--- src/hdl/mpas_pkg.sv ---
// ----------------------------------------------------------------------------
// mpas_pkg
// Constants and header checks for the MPEG audio sync locator.
// ----------------------------------------------------------------------------
`default_nettype none

package mpas_pkg;

  localparam int unsigned POSITION_BITS_DEF = 32;
  localparam logic [15:0] SEARCH_LIMIT_RST  = 16'd2048;
  localparam logic [23:0] ID3_TAG           = 24'h494433;
  localparam logic [31:0] AID_TAG           = 32'h41694401;
  localparam logic [15:0] AID_HDR_LEN       = 16'd6;

  // Layer II bitrate/mode exclusion mask, indexed by bitrate index
  function automatic logic [3:0] layer2_bad(input logic [3:0] idx);
    logic [3:0] m;
    case (idx)
      4'd1, 4'd2, 4'd3, 4'd5: m = 4'd7;
      4'd11, 4'd12, 4'd13, 4'd14, 4'd15: m = 4'd8;
      default: m = 4'd0;
    endcase
    return m;
  endfunction

  function automatic logic header_ok(input logic [31:0] w);
    logic [7:0] b0;
    logic [7:0] b1;
    logic [7:0] b2;
    logic [7:0] b3;
    logic [3:0] bad;
    logic       ok;
    b0  = w[31:24];
    b1  = w[23:16];
    b2  = w[15:8];
    b3  = w[7:0];
    bad = layer2_bad(b2[7:4]);
    ok  = 1'b1;
    if (b0 != 8'hFF) ok = 1'b0;
    if ((b1 & 8'hE0) != 8'hE0) ok = 1'b0;
    if ((b1 & 8'h18) == 8'h08) ok = 1'b0;
    if ((b1 & 8'h06) == 8'h00) ok = 1'b0;
    if ((b2 & 8'hF0) == 8'hF0) ok = 1'b0;
    if ((b2 & 8'h0C) == 8'h0C) ok = 1'b0;
    if (((b1 & 8'h18) == 8'h18) && ((b1 & 8'h06) == 8'h04) && bad[b3[7:6]]) ok = 1'b0;
    if (b3[1:0] == 2'd2) ok = 1'b0;
    return ok;
  endfunction

endpackage

`default_nettype wire

--- src/hdl/mpeg_audio_sync_locator.sv ---
// ----------------------------------------------------------------------------
// mpeg_audio_sync_locator
// Skips ID3v2 tag and album-ID block, then slides a 4-byte window to the first
// valid MPEG 1/2/2.5 Layer I-III frame header; reports header word and offset.
// ----------------------------------------------------------------------------
//  channel | dir | handshake             | payload
//  in_     | in  | in_tvalid/in_tready   | tdata: data_byte; tuser: restart
//  out_    | out | out_tvalid/out_tready | tdata: header_offset, header_word;
//          |     |                       | tuser: status
//  cfg_    | in  | cfg_we                | cfg_wdata: search_limit
//
//  One byte per cycle while in_tready is high; all work for a byte is one
//  pass between the state registers and the result register.
//  The result appears in the cycle after the byte that ends the search.
//  in_tready drops only while a result is held and out_tready is low.
//  rst_n (synchronous) clears the search state and loads search_limit = 2048.
// ----------------------------------------------------------------------------
`default_nettype none

module mpeg_audio_sync_locator #(
  parameter int unsigned POSITION_BITS = mpas_pkg::POSITION_BITS_DEF
) (
  input  wire logic        clk,
  input  wire logic        rst_n,
  input  wire logic        cfg_we,
  input  wire logic [15:0] cfg_wdata,   // search_limit
  input  wire logic        in_tvalid,
  output      logic        in_tready,
  input  wire logic [7:0]  in_tdata,    // [7:0] data_byte
  input  wire logic        in_tuser,    // [0] restart
  output      logic        out_tvalid,
  input  wire logic        out_tready,
  output      logic [63:0] out_tdata,   // [31:0] header_offset, [63:32] header_word
  output      logic        out_tuser    // [0] status
);

  typedef enum logic [3:0] {
    PH_HEAD, PH_TAG_TAIL, PH_SKIP_TAG, PH_AFTER_TAG, PH_AID_LEN,
    PH_SKIP_AID, PH_AFTER_AID, PH_SEARCH, PH_DONE
  } phase_t;

  localparam int unsigned PB = POSITION_BITS;

  phase_t              phase_r, phase_nxt;
  logic [PB-1:0]       pos_r, pos_nxt;
  logic [31:0]         win_r, win_nxt;
  logic [2:0]          gc_r, gc_nxt;
  logic [27:0]         skip_r, skip_nxt;
  logic [15:0]         fails_r, fails_nxt;
  logic [15:0]         limit_r;
  logic                ov_r, ov_nxt;
  logic                st_r, st_nxt;
  logic [31:0]         off_r, off_nxt;
  logic [31:0]         word_r, word_nxt;

  phase_t              ph;
  logic [PB-1:0]       pos;
  logic [31:0]         win;
  logic [2:0]          gc;
  logic [27:0]         skip;
  logic [15:0]         fails;
  logic [31:0]         shwin;
  logic [27:0]         skip_dec;
  logic [27:0]         tag_skip;
  logic [15:0]         aid_len;
  logic [15:0]         fails_inc;
  logic [15:0]         limit_eff;
  logic [PB-1:0]       pos_m3;
  logic [PB+31:0]      pos_ext;
  logic                accept;
  logic                emit;
  logic                do_test;
  logic                chk_aid;
  logic                hdr_ok;

  assign accept = in_tvalid && in_tready;
  assign in_tready = !ov_r || out_tready;

  always_comb begin
    ph    = in_tuser ? PH_HEAD : phase_r;
    pos   = in_tuser ? '0 : pos_r;
    win   = in_tuser ? '0 : win_r;
    gc    = in_tuser ? '0 : gc_r;
    skip  = in_tuser ? '0 : skip_r;
    fails = in_tuser ? '0 : fails_r;

    shwin     = {win[23:0], in_tdata};
    skip_dec  = (skip != '0) ? skip - 28'd1 : skip;
    tag_skip  = {skip[20:0], in_tdata[6:0]};
    aid_len   = {in_tdata, skip[7:0]};
    fails_inc = (fails != 16'hFFFF) ? fails + 16'd1 : fails;
    limit_eff = (limit_r != '0) ? limit_r : 16'd1;
    hdr_ok    = mpas_pkg::header_ok(shwin);
    pos_m3    = pos - PB'(3);
    pos_ext   = {32'b0, pos_m3};

    phase_nxt = ph;
    pos_nxt   = pos + PB'(1);
    win_nxt   = win;
    gc_nxt    = gc;
    skip_nxt  = skip;
    fails_nxt = fails;
    do_test   = 1'b0;
    chk_aid   = 1'b0;

    case (ph)
      PH_HEAD: begin
        win_nxt = shwin;
        gc_nxt  = gc + 3'd1;
        if (gc == 3'd3) begin
          if (shwin[31:8] == mpas_pkg::ID3_TAG) begin
            phase_nxt = PH_TAG_TAIL;
            gc_nxt    = '0;
            skip_nxt  = '0;
          end else begin
            chk_aid = 1'b1;
          end
        end
      end
      PH_TAG_TAIL: begin
        if (gc >= 3'd2) skip_nxt = tag_skip;
        gc_nxt = gc + 3'd1;
        if (gc == 3'd5) begin
          if (skip_nxt == '0) begin
            phase_nxt = PH_AFTER_TAG;
            gc_nxt    = '0;
          end else begin
            phase_nxt = PH_SKIP_TAG;
          end
        end
      end
      PH_SKIP_TAG, PH_SKIP_AID: begin
        skip_nxt = skip_dec;
        if (skip_dec == '0) begin
          phase_nxt = (ph == PH_SKIP_TAG) ? PH_AFTER_TAG : PH_AFTER_AID;
          gc_nxt    = '0;
        end
      end
      PH_AFTER_TAG: begin
        win_nxt = shwin;
        gc_nxt  = gc + 3'd1;
        if (gc == 3'd3) chk_aid = 1'b1;
      end
      PH_AID_LEN: begin
        if (gc == '0) begin
          skip_nxt = {20'b0, in_tdata};
          gc_nxt   = 3'd1;
        end else begin
          skip_nxt = (aid_len > mpas_pkg::AID_HDR_LEN) ?
                     {12'b0, aid_len - mpas_pkg::AID_HDR_LEN} : '0;
          if (skip_nxt == '0) begin
            phase_nxt = PH_AFTER_AID;
            gc_nxt    = '0;
          end else begin
            phase_nxt = PH_SKIP_AID;
          end
        end
      end
      PH_AFTER_AID: begin
        win_nxt = shwin;
        gc_nxt  = gc + 3'd1;
        if (gc == 3'd3) do_test = 1'b1;
      end
      PH_SEARCH: begin
        win_nxt = shwin;
        do_test = 1'b1;
      end
      default: begin
        phase_nxt = PH_DONE;
      end
    endcase

    if (chk_aid) begin
      if (shwin == mpas_pkg::AID_TAG) begin
        phase_nxt = PH_AID_LEN;
        gc_nxt    = '0;
        skip_nxt  = '0;
      end else begin
        do_test = 1'b1;
      end
    end

    emit   = 1'b0;
    st_nxt = st_r;
    if (do_test) begin
      if (hdr_ok) begin
        emit   = 1'b1;
        st_nxt = 1'b0;
      end else begin
        fails_nxt = fails_inc;
        if (fails_inc < limit_eff) begin
          phase_nxt = PH_SEARCH;
        end else begin
          emit   = 1'b1;
          st_nxt = 1'b1;
        end
      end
      if (emit) phase_nxt = PH_DONE;
    end

    off_nxt  = emit ? pos_ext[31:0] : off_r;
    word_nxt = emit ? shwin : word_r;
    if (accept && emit) begin
      ov_nxt = 1'b1;
    end else if (out_tready) begin
      ov_nxt = 1'b0;
    end else begin
      ov_nxt = ov_r;
    end
  end

  always_ff @(posedge clk) begin
    if (!rst_n) begin
      phase_r <= PH_HEAD;
      pos_r   <= '0;
      win_r   <= '0;
      gc_r    <= '0;
      skip_r  <= '0;
      fails_r <= '0;
      limit_r <= mpas_pkg::SEARCH_LIMIT_RST;
      ov_r    <= 1'b0;
    end else begin
      if (cfg_we) limit_r <= cfg_wdata;
      if (accept) begin
        phase_r <= phase_nxt;
        pos_r   <= pos_nxt;
        win_r   <= win_nxt;
        gc_r    <= gc_nxt;
        skip_r  <= skip_nxt;
        fails_r <= fails_nxt;
      end
      ov_r <= ov_nxt;
    end
  end

  always_ff @(posedge clk) begin
    if (accept && emit) begin
      st_r   <= st_nxt;
      off_r  <= off_nxt;
      word_r <= word_nxt;
    end
  end

  assign out_tvalid = ov_r;
  assign out_tdata  = {word_r, off_r};
  assign out_tuser  = st_r;

  a_done_sticky: assert property (@(posedge clk) disable iff (!rst_n)
    (accept && !in_tuser && phase_r == PH_DONE) |=> (phase_r == PH_DONE))
    else $error("search resumed after result without restart");

  a_emit_done: assert property (@(posedge clk) disable iff (!rst_n)
    (accept && emit) |=> (phase_r == PH_DONE && out_tvalid))
    else $error("result emitted without entering done phase");

  a_skip_nonzero: assert property (@(posedge clk) disable iff (!rst_n)
    (phase_r == PH_SKIP_TAG || phase_r == PH_SKIP_AID) |-> (skip_r != '0))
    else $error("skip phase with zero remaining count");

endmodule

`default_nettype wire
--- config.mk ---
export PLATFORM = sky130hd
export DESIGN_NAME = mpeg_audio_sync_locator
export DESIGN_NICKNAME = d
export VERILOG_FILES = /design/src/hdl/mpas_pkg.sv /design/src/hdl/mpeg_audio_sync_locator.sv
export SDC_FILE = /design/constraint.sdc
export NUM_CORES = 1
export LEC_CHECK = 0
export BUFFER_PORTS_ARGS = -buffer_cell sky130_fd_sc_hd__clkbuf_2
export CORE_ASPECT_RATIO = 2
export CORE_MARGIN = 2
export CORE_UTILIZATION = 56
export DETAILED_ROUTE_END_ITERATION = 6
export GPL_TIMING_DRIVEN = 0
export PLACE_DENSITY_LB_ADDON = 0.2
export SLEW_MARGIN = 20
export SYNTH_ARGS = -nofsm -noshare
export SYNTH_HDL_FRONTEND = slang
export SYNTH_SLANG_ARGS = --single-unit
export TNS_END_PERCENT = 50
--- constraint.sdc ---
create_clock -name clk -period 12.7 [get_ports clk]
set_input_delay 2.54 -clock clk [delete_from_list [all_inputs] [get_ports clk]]
set_output_delay 2.54 -clock clk [all_outputs]
set_load 0.05 [all_outputs]
==> impl_metrics.toml, run 1 <==
[outcome]
outcome = "complete, no violations"

[power]
ir_worst_vdd_mv = 0.0982
power_leakage_nw = 5.03
pwr-share-comb_pct = 12.4
cell_internal_pwr_mw = 0.994
p_switching_mw = 0.363
p_clk_share_pct = 40.6
p_sw_share_pct = 26.8
power_density_nw_per_um2 = 101
seq_power_share_pct = 47.0

[timing]
tightestPinTransition_ns = 1.16
fin_ws_ns = 2.03
finalSetupViolations = 0
rsz0062_at_grt = "no"
report.final.slew_viol_count = 0
max_freq_mhz = 93.8
relSlewSlack_pct = 21.4
clock_skew_ns = 0.0108
hold_viol_final = 0
period_minus_slack_ns = 10.67
fin_crit_sh_pct = 84.0

[critical_path]
cp-start-kind = "primary input"
critPathArrivalTime_ns = 10.88
crit_path_end_kind = "register"
crit_fanout = 17
path_class = "in2reg"
required_ns = 12.92

[floorplanning]
start_util_pct = 57.0
die_area_um2 = 22600
die_h_um = 210
rows = 75
die_x_um = 107
core_um2 = 20900
pin_count = 97

[final_layout]
final_cell_area_um2 = 13400
synthToLayoutAreaGrowth_pct = 12.4
instances_no_fill = 1840
regArea_um2 = 4430
final_util_pct = 64.1
fill_cells = 1846
nets = 1615
layout_commonest_cell = "nand2_1"
num_antenna_cells = 0
layout_common_cells = "152 x nand2_1, 124 x dfxtp_1, 116 x nor2b_1"
multi_input_comb_area_um2 = 6930
drive_gt1_share_pct = 9.99

[clock_tree]
cts_root_buf = "clkbuf_16"
htreeDepth = 4
insertion_delay_ns = 0.47
ctsResizeCount = 0
hold_buffers = 0
cts_buffers = 17
clockBufferDepth = 2
cts_setup_buffers = 0
cts_tree = "yes"
cts.clk_slew.worst_paths_ns = 0.07
cts_sinks = 189

[routing]
drc = 0
routedWlPerCell_um = 22.7
via_per_inst = 6.39
first_pass_iters = 6
via_count = 11800
antenna_left = 0
drtIter0Drc = 872
wirelength_um = 41800

[flow_run]
drv_cap = 0

[global_routing]
overflow = 0
grt_pass1_wl_um = 64100
grt_pass1_vias = 11800
grt_max_degree = 19
grtUsageTotal_pct = 37.6
antenna_found_initial = 0

[synth]
synth-edff-count = 65
synthArstFlopShare_pct = 0
synth_flop_cell = "dfxtp_1"
syn-cell-area_um2 = 11900
avgSynthCellArea_um2 = 8.29
syn_nets = 1497
yosysSeqAreaShare_pct = 37.1
synth_cells = 1440
ys_types = 73
ys_warn_count = 0
synth_seq_cells = 189

[placement]
gp_congestion = 1.01
io_buffers = 94
place_area_um2 = 12800
place_ws_ns = 1.84
post-dp-hpwl_um = 31500
dp_cells = 1808

[hold_path]
hp-class = "reg2reg"
final timing paths:
check	startpoint	to	slack (ns)	depth (start not counted)
hold reg to reg	limit_r[11]	limit_r[11]	0.52	2
setup reg to reg	fails_r[1]	word_r[1]	7.10	19
setup / recovery	in_tuser	word_r[1]	2.03	25
hold / removal	limit_r[11]	limit_r[11]	0.52	2
registers in the layout (all words and copies together) (netlist names), 3 cells and up:
register / count
off_r: 32
pos_r: 32
phase_r: 4
gc_r: 3
fails_r: 16
word_r: 32
win_r: 24
skip_r: 28
limit_r: 16
through the flow:
stage | hold slack, ns | TNS [ns] | power, mW
after global routing | 0.528 | 0 | 1.39
after detailed placement | 0.507 | 0 | 0.815
final | 0.521 | 0 | 1.36
after floorplan | 0.455 | 0 | 0.757
after CTS | 0.517 | 0 | 1.35
after global placement | 0.495 | -236.16 | 0.813
worst max-delay path: stages:
cell and delay [ns]:
clkbuf_2 0.24, clkbuf_1 0.65, clkbuf_1 0.65, buf_2 0.47
clkbuf_1 0.71, buf_1 0.59, nor2b_1 0.16, ha_1 0.27
nand3b_1 0.12, or4_1 0.21, nor3_1 0.12, nor4bb_1 0.77
nand4_1 0.41, xnor2_1 0.25, ha_1 0.33, a21o_1 0.19
a21o_1 0.18, a21o_1 0.17, a21o_1 0.17, a211o_1 0.29
a211oi_1 0.61, a211oi_4 0.16, buf_6 0.22, buf_6 0.18
buf_6 0.18
cell usage after synthesis (4+ instances only):
master     number  share of area [%]
a221oi_1        4               0.29
buf_2           5               0.21
and4_1          6               0.44
or3_1          10               0.52
edfxtp_1       65                 16
o21a_1          7               0.44
or3_4           4               0.38
nand3_1        29                1.2
dfxtp_1       124                 21
o41ai_1         4               0.29
a31oi_1         9               0.47
a211oi_1       10               0.63
o311ai_0       10               0.73
ha_1           27                2.8
a22oi_1        50                3.1
clkbuf_1       90                2.8
buf_1          10               0.31
or4_1           8               0.50
nor3_1         48                2.0
nand4b_1        6               0.44
and3_1         15               0.79
o2111ai_1       4               0.29
nand4_1        29                1.5
inv_1          50                1.6
a41oi_1         4               0.29
o21ai_0        82                3.4
a21o_1          8               0.50
and2_1         41                2.1
mux2i_1        42                3.5
a21boi_0        8               0.50
nor3b_1         4               0.25
xor2_1         31                2.3
nor2b_1       116                6.1
o31ai_1         7               0.44
nand2_1       152                4.8
a21oi_1        58                2.4
nand2b_1       11               0.58
or2_2           7               0.37
o32ai_1         4               0.29
o211ai_1        8               0.50
xnor2_1        46                3.4
nor2_1         95                3.0
o22ai_1         9               0.47
nor4_1         36                1.9
logic make-up (layout without fill, tap and decap cells):
kind of cell / after synthesis / after routing / share of synthesized area, %
multiplexers: 45 / 45 / 3.80
XOR/XNOR: 77 / 77 / 5.65
AND/OR/NAND/NOR: 629 / 629 / 27.8
adder cells (fa/ha/maj): 27 / 27 / 2.83
AO/OA/AOI/OAI: 316 / 316 / 17.7
buffers and inverters: 157 / 288 / 5.08
flip-flops: 189 / 189 / 37.1
cell type report:
type | instances | area share (%)
flip-flops and latches | 189 | 33.1
repair buffers | 99 | 3.90
clock buffers | 20 | 3.26
plain buffers | 107 | 3.12
multi-input cells | 1094 | 51.7
inverters | 50 | 1.40
clock inverters | 12 | 1.10
well taps | 269 | 2.51
routing by layer:
layer / vias to the layer above / GRT usage [%] / routed length [um] / part of all wire (%)
met5: - / 0 / 0 / 0
met4: 0 / 30.7 / 3830 / 9.2
met3: 215 / 6.71 / 2720 / 6.5
met2: 602 / 66.1 / 21300 / 51
met1: 5545 / 37.7 / 13900 / 33
li1: 5399 / - / - / -
power by group through the flow:
| stage | clock [mW] | sequential, mW | combinational [mW] |
|---|---|---|---|
| 2_1_floorplan | 0 | 0.649 | 0.108 |
| 3_3_place_gp | 0 | 0.651 | 0.161 |
| 3_5_place_dp | 0 | 0.652 | 0.163 |
| 4_1_cts | 0.552 | 0.638 | 0.164 |
| 5_1_grt | 0.576 | 0.639 | 0.180 |
| 6_report | 0.551 | 0.638 | 0.168 |
Note: power is estimated with default switching activity, not from simulation.
==> inputs of run 2 (changes only) <==
CORE_UTILIZATION = 55   (was 56)
clock period = 8.5 ns   (was 12.7 ns; I/O delays follow)
==> run 2 against run 1 <==
Against the previous run:
- combinational power rose by 49%
- non-clock buffer count fell by 3
- global-route usage fell by 0.11 points
- critical path depth fell by 4
- routed wire length rose by 0.57%
- flip-flop and latch count did not move
- final cell count barely moved
- hold slack got worse by 0.0092 ns
- first-iteration DRC count rose by 10%
- final area barely moved
- critical endpoint is now skip_r[12]
- largest cell class unchanged
- highest routed layer unchanged
==> impl_metrics.toml, run 2 (synthesis gave the netlist of run 1 again) <==
[hold_path]
worstHoldPathCells = 2
whs_endpoint = "limit_r[11]"
hold_start = "limit_r[11]"
hp-class = "reg2reg"

[critical_path]
critPathArrivalTime_ns = 8.60
r2r_start = "fails_r[0]"
path_class = "in2reg"
required_ns = 8.84
r2r-end = "phase_r[0]"
cp-start-kind = "primary input"
crit_path_end_kind = "register"
crit_fanout = 10
reg2reg_depth = 19
reg2reg_slack_ns = 2.90

[clock_tree]
cts_sinks = 189
insertion_delay_ns = 0.47
htreeDepth = 4
clockBufferDepth = 2
cts_buffers = 17
hold_buffers = 0
cts.clk_slew.worst_paths_ns = 0.07
cts_root_buf = "clkbuf_16"
cts_tree = "yes"
cts_setup_buffers = 0

[power]
pwr-share-comb_pct = 12.5
power_leakage_nw = 5.05
power_mw = 2.01
power_density_nw_per_um2 = 150
ir_worst_vdd_mv = 0.133
p_clk_share_pct = 40.1
cell_internal_pwr_mw = 1.45
p_sw_share_pct = 27.8
p_switching_mw = 0.560
seq_power_share_pct = 47.4

[timing]
tightestPinTransition_ns = 1.08
report.final.slew_viol_count = 0
max_freq_mhz = 121
hold_viol_final = 0
relSlewSlack_pct = 27.9
fin_crit_sh_pct = 97.1
period_minus_slack_ns = 8.26
clock_skew_ns = 0.0183
finalSetupViolations = 0
rsz0062_at_grt = "no"
holdWs_ns = 0.512

[global_routing]
grt_max_degree = 29
grtUsageTotal_pct = 37.4
overflow = 0
grt_pass1_wl_um = 64200
grt_pass1_vias = 11600
antenna_found_initial = 0

[routing]
drc = 0
via_count = 11700
antenna_left = 0
via_per_inst = 6.36
routedWlPerCell_um = 22.8
wirelength_um = 42000
drtIter0Drc = 960
first_pass_iters = 6

[final_layout]
nets = 1612
num_antenna_cells = 0
top_regs = "off_r: 32 flops, pos_r: 32 flops, word_r: 32 flops"
final_util_pct = 62.7
layout_common_cells = "152 x nand2_1, 124 x dfxtp_1, 116 x nor2b_1"
synthToLayoutAreaGrowth_pct = 12.4
drive_gt1_share_pct = 10.5
instances_no_fill = 1841
layout_commonest_cell = "nand2_1"
fill_cells = 1976

[floorplanning]
die_area_um2 = 23000
start_util_pct = 55.8
die_x_um = 108
core_um2 = 21400
pin_count = 97
rows = 76
die_h_um = 212

[placement]
dp_cells = 1811
io_buffers = 94
post-dp-hpwl_um = 31900
gp_congestion = 1.06

[outcome]
outcome = "complete, no violations"

[flow_run]
drv_cap = 0
[run 2: repair_timing]
item                       CTS  global route
resized for setup            2             4
setup endpoints to repair   73            15
hold endpoints to repair     0             0
[run 2: worst max path at each step]
stage,slack [ns],start,endpoint,cells after the start
3_5_place_dp,-1.55,in_tuser,phase_r[0],25
2_1_floorplan,0.58,in_tuser,off_r[0],20
6_report,0.24,in_tuser,skip_r[12],21
5_1_grt,0.15,in_tuser,phase_r[1],23
4_1_cts,0.09,in_tuser,skip_r[12],21
3_3_place_gp,-2.55,in_tuser,word_r[6],21
[run 2: power groups by stage]
stage / sequential (mW) / clock (mW) / combinational, mW
floorplan: 0.970 / 0 / 0.162
global placement: 0.974 / 0 / 0.243
detailed placement: 0.974 / 0 / 0.244
CTS: 0.953 / 0.808 / 0.244
global route: 0.955 / 0.838 / 0.269
finish: 0.954 / 0.806 / 0.251
[run 2: through the flow]
step                area (um2)  setup WS, ns  setup TNS [ns]
floorplan                12000         0.585               0
global placement         12800         -2.55         -177.35
detailed placement       12800         -1.55          -94.67
CTS                      13400        0.0902               0
global route             13400         0.151               0
finish                   13400         0.242               0
[run 2: per-layer routing]
metal  share of wire (%)  wire [um]  vias to the layer above  track usage, %
met5                   0          0                        -               0
met4                 8.2       3450                        0            29.3
met3                 6.2       2600                      194            7.17
met2                  52      21700                      592            66.4
met1                  34      14300                     5521            37.4
li1                    -          -                     5400               -
[run 2: critical path, cell delays in order]
cell      delay, ns
clkbuf_2       0.20
inv_1          0.43
clkbuf_1       0.64
clkbuf_2       0.47
clkbuf_1       0.56
buf_1          0.52
clkbuf_1       0.60
nand2_1        0.21
inv_1          0.12
ha_1           0.18
ha_1           0.22
inv_1          0.05
or4_1          0.60
a21oi_2        0.44
nand2_1        0.15
clkbuf_1       0.37
clkbuf_1       0.39
o21ai_0        0.24
a21oi_1        0.08
o21ai_0        0.27
a21boi_0       0.12
[run 2: area by class of cell]
cell class	instances	area, um2	share of cell area (%)
plain buffers	105	417	3.11
clock buffers	22	507	3.78
clock inverters	10	72.6	0.541
inverters	50	188	1.40
multi-input cells	1094	6940	51.7
flip-flops and latches	189	4430	33.1
well taps	273	342	2.55
repair buffers	98	519	3.87
